--- config.mk ---
export PLATFORM = sky130hd
export DESIGN_NAME = playfair_pair_encrypt_top
export DESIGN_NICKNAME = d
export VERILOG_FILES = /design/src/sv/pfe_pkg.sv /design/src/sv/pfe_locate.sv /design/src/sv/playfair_pair_encrypt_top.sv
export SDC_FILE = /design/constraint.sdc
export NUM_CORES = 1
export LEC_CHECK = 0
export BUFFER_PORTS_ARGS = -buffer_cell sky130_fd_sc_hd__clkbuf_2
export CORE_MARGIN = 2
export CORE_UTILIZATION = 50
export DETAILED_ROUTE_END_ITERATION = 10
export HOLD_SLACK_MARGIN = 0.12
export PLACE_DENSITY = 0.68
export SETUP_SLACK_MARGIN = 0.4
export SLEW_MARGIN = 20
export SYNTH_ARGS = -nofsm -noshare
export SYNTH_HDL_FRONTEND = slang
export SYNTH_HIERARCHICAL = 1
export SYNTH_SLANG_ARGS = --single-unit
--- constraint.sdc ---
create_clock -name clk -period 5 [get_ports clk]
set_input_delay 1.25 -clock clk [delete_from_list [all_inputs] [get_ports clk]]
set_output_delay 1.25 -clock clk [all_outputs]
set_load 0.01 [all_outputs]
--- src/sv/pfe_pkg.sv ---
`default_nettype none

package pfe_pkg;

  localparam int CODE_W   = 5;
  localparam int SQ_SIDE  = 5;
  localparam int SQ_CELLS = SQ_SIDE * SQ_SIDE;
  localparam int SQ_W     = SQ_CELLS * CODE_W;
  localparam int HALF_W   = 2 * SQ_SIDE * CODE_W;
  localparam int ROW_W    = SQ_SIDE * CODE_W;

  typedef logic [CODE_W-1:0] letter_t;
  typedef logic [2:0]        coord_t;
  typedef logic [4:0]        cell_idx_t;
  typedef logic [SQ_W-1:0]   square_t;
  typedef logic [SQ_CELLS-1:0] match_t;

  localparam letter_t LETTER_I = letter_t'(8);
  localparam letter_t LETTER_J = letter_t'(9);
  localparam letter_t LETTER_X = letter_t'(23);

  // Configuration register indexes
  typedef enum logic [1:0] {
    REG_ROWS_01 = 2'd0,
    REG_ROWS_23 = 2'd1,
    REG_ROW_4   = 2'd2,
    REG_NONE    = 2'd3
  } reg_idx_t;

  // Stage advance strobes shared between top level and locator
  typedef struct packed {
    logic cmp;
    logic enc;
  } adv_t;

  // Located position of one letter
  typedef struct packed {
    logic   found;
    coord_t row;
    coord_t col;
  } loc_t;

  // Equal codes match, and I matches J
  function automatic logic letters_match(letter_t a, letter_t b);
    logic m;
    m = (a == b) ||
        ((a == LETTER_I) && (b == LETTER_J)) ||
        ((a == LETTER_J) && (b == LETTER_I));
    return m;
  endfunction

  // Step one place along a row or column with wrap
  function automatic coord_t wrap_inc(coord_t c);
    coord_t n;
    n = (c == coord_t'(SQ_SIDE - 1)) ? coord_t'(0) : coord_t'(c + coord_t'(1));
    return n;
  endfunction

  // Row-major cell index: row * 5 + col
  function automatic cell_idx_t cell_index(coord_t row, coord_t col);
    cell_idx_t idx;
    idx = cell_idx_t'({row, 2'b00}) + cell_idx_t'(row) + cell_idx_t'(col);
    return idx;
  endfunction

  // Letter code stored at one cell of the square
  function automatic letter_t cell_code(square_t sq, cell_idx_t idx);
    letter_t code;
    code = '0;
    for (int p = 0; p < SQ_CELLS; p++) begin
      if (idx == cell_idx_t'(p)) begin
        code = sq[p*CODE_W +: CODE_W];
      end
    end
    return code;
  endfunction

endpackage

`default_nettype wire

--- src/sv/pfe_locate.sv ---
`default_nettype none

module pfe_locate (
  input  wire logic            clk,
  input  wire pfe_pkg::adv_t   adv,
  input  wire pfe_pkg::letter_t letter,
  input  wire pfe_pkg::square_t square,
  output pfe_pkg::loc_t        loc
);
  import pfe_pkg::*;

  match_t match;
  match_t match_next;
  loc_t   loc_next;

  // Compare the letter against every cell
  always_comb begin
    for (int p = 0; p < SQ_CELLS; p++) begin
      match_next[p] = letters_match(letter, square[p*CODE_W +: CODE_W]);
    end
  end

  always_ff @(posedge clk) begin
    if (adv.cmp) begin
      match <= match_next;
    end
  end

  // Take the first matching cell in row-major order
  always_comb begin
    loc_next = '0;
    for (int r = SQ_SIDE - 1; r >= 0; r--) begin
      for (int c = SQ_SIDE - 1; c >= 0; c--) begin
        if (match[r*SQ_SIDE + c]) begin
          loc_next.found = 1'b1;
          loc_next.row   = coord_t'(r);
          loc_next.col   = coord_t'(c);
        end
      end
    end
  end

  always_ff @(posedge clk) begin
    if (adv.enc) begin
      loc <= loc_next;
    end
  end

endmodule

`default_nettype wire

--- src/sv/playfair_pair_encrypt_top.sv ---
// Playfair digraph encryptor.
//
// Input channel s_*: one letter pair per item. s_tdata holds first_letter
// in bits [4:0] and second_letter in [9:5]; s_tuser is pad_second, which
// replaces the second letter with X. Output channel m_*: one result per
// item, m_tdata holds cipher_first [4:0] and cipher_second [9:5], m_tuser
// is not_found (both letters then read zero).
// The key square is written through cfg_*: index 0 loads rows 0-1, index 1
// rows 2-3, index 2 row 4, five bits per cell with cell 0 lowest. Write it
// only while no item is in flight; cfg_ready is always high.
//
// Four register stages: cell compare, first-match encode, rule select,
// cell fetch. An accepted item passes these stages in that order and is
// offered on m_* from cell fetch; one item is taken every cycle while
// m_tready stays high. When the receiver stalls, the stages fill up behind
// the output register and s_tready drops only once all four stages hold
// an item; nothing is lost or repeated. Reset clears all valid bits and
// the key square to zero.
`default_nettype none

module playfair_pair_encrypt_top (
  input  wire logic        clk,
  input  wire logic        rst,
  input  wire logic        s_tvalid,
  output      logic        s_tready,
  input  wire logic [15:0] s_tdata,   // first_letter, second_letter, zero fill
  input  wire logic        s_tuser,   // pad_second
  output      logic        m_tvalid,
  input  wire logic        m_tready,
  output      logic [15:0] m_tdata,   // cipher_first, cipher_second, zero fill
  output      logic        m_tuser,   // not_found
  input  wire logic        cfg_valid,
  output      logic        cfg_ready,
  input  wire logic [1:0]  cfg_index,
  input  wire logic [49:0] cfg_data
);
  import pfe_pkg::*;

  logic [HALF_W-1:0] key_rows_zero_one;
  logic [HALF_W-1:0] key_rows_two_three;
  logic [ROW_W-1:0]  key_row_four;
  square_t           square;

  logic    v1, v2, v3, v4;
  logic    rdy1, rdy2, rdy3, rdy4;
  adv_t    adv;
  letter_t first_in;
  letter_t second_in;
  loc_t    loc_a;
  loc_t    loc_b;

  cell_idx_t idx_a;
  cell_idx_t idx_b;
  cell_idx_t idx_a_next;
  cell_idx_t idx_b_next;
  logic      miss;
  letter_t   out_first;
  letter_t   out_second;
  logic      out_miss;

  // Hold the key square
  assign cfg_ready = 1'b1;

  always_ff @(posedge clk) begin
    if (rst) begin
      key_rows_zero_one  <= '0;
      key_rows_two_three <= '0;
      key_row_four       <= '0;
    end else if (cfg_valid) begin
      case (reg_idx_t'(cfg_index))
        REG_ROWS_01: key_rows_zero_one  <= cfg_data[HALF_W-1:0];
        REG_ROWS_23: key_rows_two_three <= cfg_data[HALF_W-1:0];
        REG_ROW_4:   key_row_four       <= cfg_data[ROW_W-1:0];
        default: ;
      endcase
    end
  end

  assign square = {key_row_four, key_rows_two_three, key_rows_zero_one};

  // Advance each stage when the one after it can take its item
  assign rdy4     = !v4 || m_tready;
  assign rdy3     = !v3 || rdy4;
  assign rdy2     = !v2 || rdy3;
  assign rdy1     = !v1 || rdy2;
  assign s_tready = rdy1;
  assign adv.cmp  = s_tvalid && rdy1;
  assign adv.enc  = v1 && rdy2;

  always_ff @(posedge clk) begin
    if (rst) begin
      v1 <= 1'b0;
      v2 <= 1'b0;
      v3 <= 1'b0;
      v4 <= 1'b0;
    end else begin
      if (rdy1) v1 <= s_tvalid;
      if (rdy2) v2 <= v1;
      if (rdy3) v3 <= v2;
      if (rdy4) v4 <= v3;
    end
  end

  // Substitute X for a padded tail
  assign first_in  = s_tdata[CODE_W-1:0];
  assign second_in = s_tuser ? LETTER_X : s_tdata[2*CODE_W-1:CODE_W];

  pfe_locate u_loc_a (
    .clk    (clk),
    .adv    (adv),
    .letter (first_in),
    .square (square),
    .loc    (loc_a)
  );

  pfe_locate u_loc_b (
    .clk    (clk),
    .adv    (adv),
    .letter (second_in),
    .square (square),
    .loc    (loc_b)
  );

  // Apply the row, column or rectangle rule
  always_comb begin
    if (loc_a.row == loc_b.row) begin
      idx_a_next = cell_index(loc_a.row, wrap_inc(loc_a.col));
      idx_b_next = cell_index(loc_b.row, wrap_inc(loc_b.col));
    end else if (loc_a.col == loc_b.col) begin
      idx_a_next = cell_index(wrap_inc(loc_a.row), loc_a.col);
      idx_b_next = cell_index(wrap_inc(loc_b.row), loc_b.col);
    end else begin
      idx_a_next = cell_index(loc_a.row, loc_b.col);
      idx_b_next = cell_index(loc_b.row, loc_a.col);
    end
  end

  always_ff @(posedge clk) begin
    if (v2 && rdy3) begin
      idx_a <= idx_a_next;
      idx_b <= idx_b_next;
      miss  <= !(loc_a.found && loc_b.found);
    end
  end

  // Fetch the cipher letters, zero on a miss
  always_ff @(posedge clk) begin
    if (v3 && rdy4) begin
      out_first  <= miss ? letter_t'(0) : cell_code(square, idx_a);
      out_second <= miss ? letter_t'(0) : cell_code(square, idx_b);
      out_miss   <= miss;
    end
  end

  assign m_tvalid = v4;
  assign m_tdata  = {6'b0, out_second, out_first};
  assign m_tuser  = out_miss;

endmodule

`default_nettype wire

# Word-level counts from Yosys, hierarchy flattened
# Cells that the tools add are included.
# op_classes
n_addsub	14
n_eq_ne	160
mux	107
n_reduce_logical	232
# ops
op	count
two-way mux 5 bit	75
equality test 5 x 4 -> 1 bit (second input constant)	70
equality test 5 bit	50
logical AND 1 bit	105
logical OR 1 bit	104
equality test 5 bit (second input constant)	18
adder 5 x 3 -> 5 bit	10
two-way mux 6 bit	8
OR reduction 24 bit	2
equality test 5 x 3 -> 1 bit (second input constant)	8
two-way mux 4 bit	10
OR reduction 20 bit	2
equality test 5 x 2 -> 1 bit (second input constant)	4
OR reduction 10 bit	2
two-way mux 3 bit	6
two-way mux 7 bit	2
adder 3 x 1 -> 3 bit (second input constant)	4
equality test 3 bit (second input constant)	4
equality test 5 x 1 -> 1 bit (second input constant)	2
logical NOT 5 bit	2
OR reduction 5 bit	2
two-way mux 2 bit	4
OR reduction 4 bit	2
equality test 3 bit	2
other kinds (7)	15
# totals
ff_bits	215
inputBits	74
output_inout_bits	20
word_cells	542

# Depth between registers and ports, before layout
# Gate-level depths: netlist of run 1.
# depth
word_depth	26
mapped_depth	12
ltp_nobuf	12

# By module
# Netlist of run 1, hierarchy kept.
# by_module_without_submodules
module	instances	cells_each	area_per_inst_um2	seq_area_each_um2
playfair_pair_encrypt_top	1	1248	9625.5	3243.1
pfe_locate	2	326	3110.5	960.9

# Worst setup path after synthesis of run 1
# No wires, ideal clock.
# synth_path
path_type	input to register
start	input port m_tready
end	register u_loc_a.match[0], enable pin
setup_ps	474
arrival_time_ps	4002
t_required_ps	4526
setup_slack_ps	524
path_stages	3
path_buffers	0
cell_sequence	nor2b_1 -> and3_1 -> a21oi_1
# synth_rtl
item	line	rtl
start, declared	playfair_pair_encrypt_top.sv:29	input wire logic m_tready,
end signal, assigned	pfe_locate.sv:25	match <= match_next;
end, declared	pfe_locate.sv:12	match_t match;

# Worst setup path in the final report of run 1
# layout_path
start	input port m_tready
end	output port s_tready
# layout_between
elab_chain_len	4
# layout_rtl
item	line	rtl
logical OR 1 bit	playfair_pair_encrypt_top.sv:82	assign rdy4 = !v4 || m_tready;
logical OR 1 bit	playfair_pair_encrypt_top.sv:83	assign rdy3 = !v3 || rdy4;
logical OR 1 bit	playfair_pair_encrypt_top.sv:84	assign rdy2 = !v2 || rdy3;
logical OR 1 bit	playfair_pair_encrypt_top.sv:85	assign rdy1 = !v1 || rdy2;
end, declared	playfair_pair_encrypt_top.sv:25	output logic s_tready,
# Every way passes these cells.

==> report_table.html, run 1 <==
<table>
<tr><th>Metric</th><th>Value</th></tr>
<tr><th colspan="2">Min path</th></tr>
<tr><td>Hold/Removal Path Class</td><td>flip-flop to flip-flop</td></tr>
<tr><th colspan="2">Setup path</th></tr>
<tr><td>CP Max Fanout</td><td>5</td></tr>
<tr><td>Critical path required time</td><td>3.75 ns</td></tr>
<tr><td>Maximum single-stage delay on the critical path</td><td>0.32 ns</td></tr>
<tr><td>Worst path buffer plus inverter count</td><td>2</td></tr>
<tr><td>Endpoint kind of the worst setup timing path</td><td>primary output</td></tr>
<tr><td>Cells traversed along the worst timing path</td><td>clkbuf_2, nor2b_1, and3_1, nand2_1, clkbuf_2</td></tr>
<tr><td>Largest delay contributor family on the critical path</td><td>simple AND/OR/NAND/NOR gates</td></tr>
<tr><td>Start-to-end type of the worst setup path</td><td>input pin to primary output</td></tr>
<tr><td>Type of element launching the critical path</td><td>input pin</td></tr>
<tr><td>Worst-path cell with the longest stage delay</td><td>sky130_fd_sc_hd__and3_1</td></tr>
<tr><td>Arrival time of the worst setup path</td><td>2.15 ns</td></tr>
<tr><td>Cell seen most often among critical-path stages</td><td>sky130_fd_sc_hd__clkbuf_2</td></tr>
<tr><th colspan="2">Logic synthesis</th></tr>
<tr><td>Number of synthesized flops with an enable pin</td><td>86</td></tr>
<tr><td>Most common cell in the netlist</td><td>sky130_fd_sc_hd__nand2_1</td></tr>
<tr><td>Top-area cell type share of the netlist area</td><td>0.163</td></tr>
<tr><td>Register area share after synthesis</td><td>0.326</td></tr>
<tr><td>Cell accounting for the most synthesized area</td><td>sky130_fd_sc_hd__dfxtp_1</td></tr>
<tr><td>Number of synthesized register bits</td><td>215</td></tr>
<tr><td>Count of mapped cells out of synthesis</td><td>1900</td></tr>
<tr><td>Mean cell area of the mapped netlist</td><td>8.34 µm²</td></tr>
<tr><td>Post-Syn Area</td><td>15800 µm²</td></tr>
<tr><td>Most used DFF post-synth</td><td>sky130_fd_sc_hd__dfxtp_1</td></tr>
<tr><td>Number of library cell types mapped by synthesis</td><td>85</td></tr>
<tr><td>Largest cells by area after synthesis</td><td>sky130_fd_sc_hd__dfxtp_1 16%, sky130_fd_sc_hd__edfxtp_1 16%, sky130_fd_sc_hd__xnor2_1 12%</td></tr>
<tr><td>Ys async rst share</td><td>0</td></tr>
<tr><td>List of most frequent post-synthesis cells</td><td>299 x sky130_fd_sc_hd__nand2_1, 213 x sky130_fd_sc_hd__xnor2_1, 198 x sky130_fd_sc_hd__a21oi_1</td></tr>
<tr><td>Synthesis warning total</td><td>6</td></tr>
<tr><th colspan="2">Cells and area</th></tr>
<tr><td>Number of nets in the layout</td><td>2023</td></tr>
<tr><td>FF+latch area</td><td>5160 µm²</td></tr>
<tr><td># fillers</td><td>2994</td></tr>
<tr><td>Share of post-route cells with drive strength above 1</td><td>0.101</td></tr>
<tr><td>Area used by multi-input combinational logic</td><td>9940 µm²</td></tr>
<tr><td>Area added between synthesis and finish</td><td>8.25%</td></tr>
<tr><th colspan="2">STA</th></tr>
<tr><td>Final period utilization</td><td>0.680</td></tr>
<tr><td>Unrepaired setup endpoints after global routing</td><td>no</td></tr>
<tr><td>Number of endpoints failing setup at the final stage</td><td>0</td></tr>
<tr><td>Number of endpoints with negative hold slack in the final report</td><td>0</td></tr>
<tr><td>Worst slew margin relative to its limit</td><td>0.229</td></tr>
<tr><td>Max frequency</td><td>294 MHz</td></tr>
<tr><td>Final worst path period need</td><td>3.40 ns</td></tr>
<tr><td>Number of max-slew violations in the final report</td><td>0</td></tr>
<tr><td>Pin slew with the least headroom to its limit</td><td>1.15 ns</td></tr>
<tr><td>Sum of negative setup slack</td><td>0 ns</td></tr>
<tr><td>Skew final</td><td>0.00867 ns</td></tr>
<tr><th colspan="2">Clock tree</th></tr>
<tr><td>Number of hold buffers added after CTS</td><td>0</td></tr>
<tr><td>Root Buffer</td><td>sky130_fd_sc_hd__clkbuf_16</td></tr>
<tr><td>Post-CTS setup repair buffer count</td><td>0</td></tr>
<tr><td>Max Buffers Root-to-Sink</td><td>3</td></tr>
<tr><td>Gates resized, CTS repair</td><td>0</td></tr>
<tr><td>Clock Sink Count</td><td>215</td></tr>
<tr><td>Number of levels in the clock H-tree</td><td>1</td></tr>
<tr><td>CTS tree</td><td>yes</td></tr>
<tr><td>Clock buffers created by TritonCTS</td><td>23</td></tr>
<tr><td>Clock transition at the registers of the reported paths</td><td>0.06 ns</td></tr>
<tr><td>Worst-Skew Late Latency</td><td>0.54 ns</td></tr>
<tr><th colspan="2">Placement</th></tr>
<tr><td>Gp weighted congestion</td><td>1.03</td></tr>
<tr><td>Final HPWL from detailed placement</td><td>43.6 mm</td></tr>
<tr><td>IO buf count</td><td>80</td></tr>
<tr><th colspan="2">Power</th></tr>
<tr><td>Total power consumption of the routed design</td><td>0.00456 W</td></tr>
<tr><td>Net switching power figure</td><td>0.00132 W</td></tr>
<tr><td>Combinational Power Share</td><td>0.162</td></tr>
<tr><td>Clock network fraction of design power</td><td>0.383</td></tr>
<tr><td>Leakage power</td><td>5.71 nW</td></tr>
<tr><td>Share of power burned in registers</td><td>0.454</td></tr>
<tr><td>Max IR drop VDD</td><td>0.238 mV</td></tr>
<tr><td>Switching share of power</td><td>0.290</td></tr>
<tr><td>Internal cell power</td><td>0.00323 W</td></tr>
<tr><td>Total power divided by cell area</td><td>266 nW/µm²</td></tr>
<tr><th colspan="2">Die</th></tr>
<tr><td># rows</td><td>65</td></tr>
<tr><td>Effective utilization at floorplan</td><td>0.505</td></tr>
<tr><td>Overall die height</td><td>182 µm</td></tr>
<tr><td>Placeable core region</td><td>31400 µm²</td></tr>
<tr><td>Total die area</td><td>33100 µm²</td></tr>
<tr><td>Die extent in x</td><td>182 µm</td></tr>
<tr><td>Number of ports placed on the die boundary</td><td>94</td></tr>
<tr><th colspan="2">Global routing</th></tr>
<tr><td>Total routing resource utilization after global routing</td><td>0.363</td></tr>
<tr><td>Global-route wire length before repair</td><td>89.8 mm</td></tr>
<tr><td>Number of global-route vias before repair</td><td>14400</td></tr>
<tr><td>Total gr overflow</td><td>0</td></tr>
<tr><td>Largest net degree at the start of global routing</td><td>88</td></tr>
<tr><td>Number of antenna violations at the first check in global routing</td><td>1</td></tr>
<tr><th colspan="2">Detailed routing</th></tr>
<tr><td>Vias after detailed routing</td><td>15300</td></tr>
<tr><td>First DRT Iteration DRCs</td><td>2243</td></tr>
<tr><td>Detailed-route wire length on metal 1</td><td>23.6 mm</td></tr>
<tr><td>Total DRC errors in the routed layout</td><td>0</td></tr>
<tr><td>Number of detailed-route iterations in the first pass</td><td>6</td></tr>
<tr><td>Met2 routed wirelength</td><td>27.8 mm</td></tr>
<tr><td>Total Wirelength</td><td>61.6 mm</td></tr>
<tr><td>Routed length on met3</td><td>6.42 mm</td></tr>
<tr><td>Uppermost layer routed</td><td>met4</td></tr>
<tr><td>Per-cell routed wire length</td><td>26.5 µm</td></tr>
<tr><td>Number of routed nets with antenna violations</td><td>0</td></tr>
<tr><td>Number of vias per cell</td><td>6.59</td></tr>
<tr><th colspan="2">Flow run</th></tr>
<tr><td>Number of violations of the max-capacitance limit</td><td>0</td></tr>
<tr><th colspan="2">Outcome</th></tr>
<tr><td>Status</td><td>finished, final reports clean</td></tr>
</table>
==> power groups by stage <==
stage	registers, W	logic (W)	clock network (W)
after floorplan	0.00200	0.000559	0
after detailed placement	0.00210	0.000722	0
final	0.00207	0.000739	0.00175
after global routing	0.00207	0.000802	0.00183
after global placement	0.00209	0.000705	0
after CTS	0.00206	0.000726	0.00177
==> path summary, 6_finish.rpt <==
path / startpoint / end / slack, ns / depth (start not counted)
setup / recovery: m_tready / s_tready / 1.60 / 5
setup reg to reg: u_loc_a/loc[4] / idx_a[4] / 1.79 / 12
hold reg to reg: v2 / v3 / 0.49 / 2
hold / removal: v2 / v3 / 0.49 / 2
==> per-layer routing <==
| metal | vias up | track usage |
|---|---|---|
| met5 | - | 0 |
| li1 | 6807 | - |
| met3 | 204 | 0.0632 |
| met4 | 0 | 0.195 |
| met1 | 7351 | 0.465 |
| met2 | 959 | 0.584 |
==> sequential cells by signal (all words and copies together) (netlist names) <==
signal              cells
u_loc_a/loc             7
miss                    1
u_loc_b/match          25
key_row_four           25
v1                      1
idx_a                   5
u_loc_b/loc             7
key_rows_two_three     50
idx_b                   5
key_rows_zero_one      50
m_tvalid                1
out_second              5
u_loc_a/match          25
v3                      1
m_tuser                 1
out_first               5
v2                      1
==> final cells by class <==
cell class / instances / area share
diodes: 1 / 0.000146
multi-input cells: 1516 / 0.579
clock inverters: 3 / 0.00277
flip-flops and latches: 215 / 0.301
clock buffers: 37 / 0.0421
inverters: 44 / 0.00963
well taps: 402 / 0.0293
repair buffers: 107 / 0.0357
==> worst min-delay path: cells and delay by family (launching register included) <==
family             cells  cell delay, ns
and+or+nand+nor        1            0.07
DFF                    1            0.34
AOI/OAI and AO/OA      1            0.05
==> cell usage in the layout, fill, tap and decap left out, drive strengths merged, types with 10 or more instances in the layout <==
master	instances
nor3	33
clkbuf	116
o221ai	10
ha	34
xor2	57
o22ai	16
dfxtp	129
inv	45
nor2b	22
mux2	14
a31oi	10
nor4	14
buf	28
nand3	69
nor4b	53
nand4	52
nand2	299
a21oi	200
nand2b	12
a211oi	14
mux2i	36
edfxtp	86
nor3b	10
o21ai	104
xnor2	213
o211ai	14
nor2	74
==> cells by family after synthesis <==
family / Yosys count / synth area share
flip-flops: 215 / 0.326
adder cells (fa/ha/maj): 42 / 0.0370
other: 2 / 0.000474
multiplexers: 56 / 0.0412
AO/OA/AOI/OAI: 456 / 0.174
buffers and inverters: 174 / 0.0501
XOR/XNOR: 270 / 0.149
AND/OR/NAND/NOR: 685 / 0.223
==> metrics by stage <==
stage                     hold WS, ns  std cells  area (µm²)  utilization  setup WS (ns)
after floorplan                 0.424       1905       15900            -          0.524
after detailed placement        0.481       2284       16400        0.522           1.66
final                           0.493       2325       17200        0.546           1.60
after global placement          0.456       2283       16400        0.521           1.66
after global routing            0.552       2324       17200        0.546           1.47
after CTS                       0.499       2324       17100        0.546           1.66
Power figures use the tool's default switching activity.
==> run 2, diff against run 1 <==
==> constraint.sdc (replaced) <==
create_clock -name clk -period 3.2 [get_ports clk]
set_input_delay 0.8 -clock clk [delete_from_list [all_inputs] [get_ports clk]]
set_output_delay 0.8 -clock clk [all_outputs]
set_load 0.01 [all_outputs]
==> report_table.html, run 2 (synthesis gave the netlist of run 1 again) <==
<table>
<tr><th>Metric</th><th>Value</th></tr>
<tr><th colspan="2">Detailed routing</th></tr>
<tr><td>Vias after detailed routing</td><td>15600 (+2.1%)</td></tr>
<tr><td>Number of routed nets with antenna violations</td><td>0 (unchanged)</td></tr>
<tr><td>Per-cell routed wire length</td><td>27.0 µm (+1.8%)</td></tr>
<tr><td>Number of detailed-route iterations in the first pass</td><td>6 (unchanged)</td></tr>
<tr><td>Total Wirelength</td><td>65.1 mm (+5.8%)</td></tr>
<tr><td>First DRT Iteration DRCs</td><td>1971 (-12%)</td></tr>
<tr><td>Total DRC errors in the routed layout</td><td>0 (unchanged)</td></tr>
<tr><td>Number of vias per cell</td><td>6.47 (-1.8%)</td></tr>
<tr><th colspan="2">STA</th></tr>
<tr><td>Number of endpoints failing setup at the final stage</td><td>0 (unchanged)</td></tr>
<tr><td>Final period utilization</td><td>0.883</td></tr>
<tr><td>Number of endpoints with negative hold slack in the final report</td><td>0 (unchanged)</td></tr>
<tr><td>Sum of negative setup slack</td><td>0 ns (unchanged)</td></tr>
<tr><td>Skew final</td><td>0.0136 ns (+0.00497 ns)</td></tr>
<tr><td>Max frequency</td><td>354 MHz</td></tr>
<tr><td>Final worst path period need</td><td>2.82 ns</td></tr>
<tr><td>Pin slew with the least headroom to its limit</td><td>1.02 ns (-0.128 ns)</td></tr>
<tr><td>Number of max-slew violations in the final report</td><td>0 (unchanged)</td></tr>
<tr><td>Unrepaired setup endpoints after global routing</td><td>yes</td></tr>
<tr><td>Worst slew margin relative to its limit</td><td>0.318 (+0.0889)</td></tr>
<tr><td>Final setup slack of the worst path</td><td>0.375 ns (-1.23 ns)</td></tr>
<tr><th colspan="2">Global routing</th></tr>
<tr><td>Number of global-route vias before repair</td><td>14900 (+3.4%)</td></tr>
<tr><td>Global-route wire length before repair</td><td>95.2 mm (+6.0%)</td></tr>
<tr><td>Total gr overflow</td><td>0 (unchanged)</td></tr>
<tr><td>Total routing resource utilization after global routing</td><td>0.387 (+0.0245)</td></tr>
<tr><td>Number of antenna violations at the first check in global routing</td><td>6 (+5)</td></tr>
<tr><td>Largest net degree at the start of global routing</td><td>79 (-10%)</td></tr>
<tr><th colspan="2">Setup path</th></tr>
<tr><td>Worst-path cell with the longest stage delay</td><td>sky130_fd_sc_hd__fa_1</td></tr>
<tr><td>CP Max Fanout</td><td>3 (-2)</td></tr>
<tr><td>Critical path required time</td><td>3.44 ns (-0.31 ns)</td></tr>
<tr><td>Worst path buffer plus inverter count</td><td>1 (-1)</td></tr>
<tr><td>Largest delay contributor family on the critical path</td><td>adder cells</td></tr>
<tr><td>Cells traversed along the worst timing path</td><td>inv_2, ha_2, nor2_1, mux2_4, fa_1, ha_1, a21o_1, a21oi_2, xor2_1, nand2_1, o211ai_1, o21ai_1</td></tr>
<tr><td>Arrival time of the worst setup path</td><td>3.07 ns (+0.92 ns)</td></tr>
<tr><td>Maximum single-stage delay on the critical path</td><td>0.46 ns (+0.14 ns)</td></tr>
<tr><td>Start-to-end type of the worst setup path</td><td>flip-flop to flip-flop</td></tr>
<tr><td>Type of element launching the critical path</td><td>flip-flop</td></tr>
<tr><td>Endpoint kind of the worst setup timing path</td><td>flip-flop</td></tr>
<tr><th colspan="2">Cells and area</th></tr>
<tr><td>Registers with the most flip-flops</td><td>key_rows_two_three (50), key_rows_zero_one (50)</td></tr>
<tr><td>Most frequent standard cell in the layout excluding fill and tap cells</td><td>sky130_fd_sc_hd__nand2_1</td></tr>
<tr><td>Number of nets in the layout</td><td>2109 (+4.3%)</td></tr>
<tr><td>Area added between synthesis and finish</td><td>12.7%</td></tr>
<tr><td>Share of post-route cells with drive strength above 1</td><td>0.143 (+0.0418)</td></tr>
<tr><td>Top library cells by usage in the layout, fill and taps aside</td><td>299 x sky130_fd_sc_hd__nand2_1, 213 x sky130_fd_sc_hd__xnor2_1, 195 x sky130_fd_sc_hd__a21oi_1</td></tr>
<tr><th colspan="2">Power</th></tr>
<tr><td>Total power divided by cell area</td><td>394 nW/µm² (+48%)</td></tr>
<tr><td>Total power consumption of the routed design</td><td>0.00703 W (+54%)</td></tr>
<tr><td>Max IR drop VDD</td><td>0.461 mV (+93%)</td></tr>
<tr><td>Leakage power</td><td>6.14 nW (+7.6%)</td></tr>
<tr><th colspan="2">Die</th></tr>
<tr><td>Total die area</td><td>33100 µm² (unchanged)</td></tr>
<tr><td>Number of ports placed on the die boundary</td><td>94 (unchanged)</td></tr>
<tr><td># rows</td><td>65 (unchanged)</td></tr>
<tr><td>Placeable core region</td><td>31400 µm² (unchanged)</td></tr>
<tr><td>Effective utilization at floorplan</td><td>0.505 (unchanged)</td></tr>
<tr><td>Overall die height</td><td>182 µm (unchanged)</td></tr>
<tr><td>Die extent in x</td><td>182 µm (unchanged)</td></tr>
<tr><th colspan="2">Outcome</th></tr>
<tr><td>Status</td><td>finished, final reports clean</td></tr>
<tr><th colspan="2">Clock tree</th></tr>
<tr><td>Clock Sink Count</td><td>215 (unchanged)</td></tr>
<tr><td>Number of levels in the clock H-tree</td><td>1 (unchanged)</td></tr>
<tr><td>Clock buffers created by TritonCTS</td><td>23 (unchanged)</td></tr>
<tr><td>Clock transition at the registers of the reported paths</td><td>0.06 ns (about the same)</td></tr>
<tr><td>Root Buffer</td><td>sky130_fd_sc_hd__clkbuf_16</td></tr>
<tr><td>CTS tree</td><td>yes</td></tr>
<tr><td>Number of hold buffers added after CTS</td><td>0 (unchanged)</td></tr>
<tr><td>Worst-Skew Late Latency</td><td>0.54 ns (about the same)</td></tr>
<tr><td>Max Buffers Root-to-Sink</td><td>3 (unchanged)</td></tr>
<tr><th colspan="2">Flow run</th></tr>
<tr><td>Number of violations of the max-capacitance limit</td><td>0 (unchanged)</td></tr>
<tr><th colspan="2">Placement</th></tr>
<tr><td>IO buf count</td><td>80 (unchanged)</td></tr>
<tr><td>Pre-CTS setup slack</td><td>0.182 ns (-1.47 ns)</td></tr>
<tr><td>Gp weighted congestion</td><td>1.08 (+5.1%)</td></tr>
<tr><td>Final HPWL from detailed placement</td><td>48.5 mm (+11%)</td></tr>
<tr><th colspan="2">Min path</th></tr>
<tr><td>Hold/Removal Path Class</td><td>flip-flop to flip-flop</td></tr>
</table>
run 2: cell types whose count changed in the layout (fill, tap and decap cells not counted), moves of 3 or more:
cell and delta:
sky130_fd_sc_hd__diode_2 +4, sky130_fd_sc_hd__clkbuf_8 -3, sky130_fd_sc_hd__inv_1 -3, sky130_fd_sc_hd__buf_4 +80, sky130_fd_sc_hd__buf_12 +6, sky130_fd_sc_hd__inv_2 +3, sky130_fd_sc_hd__ha_1 -4
run 2: worst register-to-register path: cells and delay by family (launching register included):
kind	cells	cell delay (ns)
xor+xnor	1	0.15
flops	1	0.45
mux	1	0.26
simple gates	2	0.11
compound gates	4	0.52
fa+ha+maj	3	0.96
buf+inv	1	0.09
run 2: path summary, 6_finish.rpt:
kind	startpoint	endpoint	slack, ns	cells after the start
max	u_loc_b/loc[4]	idx_b[4]	0.38	12
min	v2	v3	0.49	2
max reg2reg	u_loc_b/loc[4]	idx_b[4]	0.38	12
min reg2reg	v2	v3	0.49	2
run 2: stage by stage:
stage	utilization	hold WS, ns	cell area (µm²)	instances
after floorplan	-	0.424	15900	1905
after global placement	0.541	0.460	17000	2353
after detailed placement	0.541	0.473	17000	2353
after CTS	0.566	0.486	17800	2405
after global routing	0.569	0.506	17800	2412
final	0.569	0.489	17900	2417
run 2: per-layer routing:
layer,vias to the layer above,GRT usage,share of wire
li1,6993,-,-
met1,7501,0.490,0.39
met2,910,0.634,0.46
met3,234,0.0742,0.098
met4,2,0.190,0.053
met5,-,0,0.00023
run 2: cell type report:
type / count / area, µm²
clock inverter: 6 / 37.5
clock buffer: 36 / 668
timing repair buffer: 193 / 1330
inverter: 44 / 165
tap: 402 / 503
antenna: 5 / 12.5
multi-input combinational: 1516 / 9980
sequential: 215 / 5160
fill: 2890 / 13500
run 2: repair_timing:
item / 4_1_cts / 5_1_grt
setup endpoints to repair: 3 / 5
gates resized for setup: 9 / 2
pin swaps: 8 / 1
setup buffers: 10 / 7
run 2: power breakdown:
part | internal, W | total [W] | switching [W]
Clock | 0.00144 | 0.00254 | 0.00110
Sequential | 0.00296 | 0.00319 | 0.000233
Combinational | 0.000543 | 0.00130 | 0.000759
Total | 0.00494 | 0.00703 | 0.00209
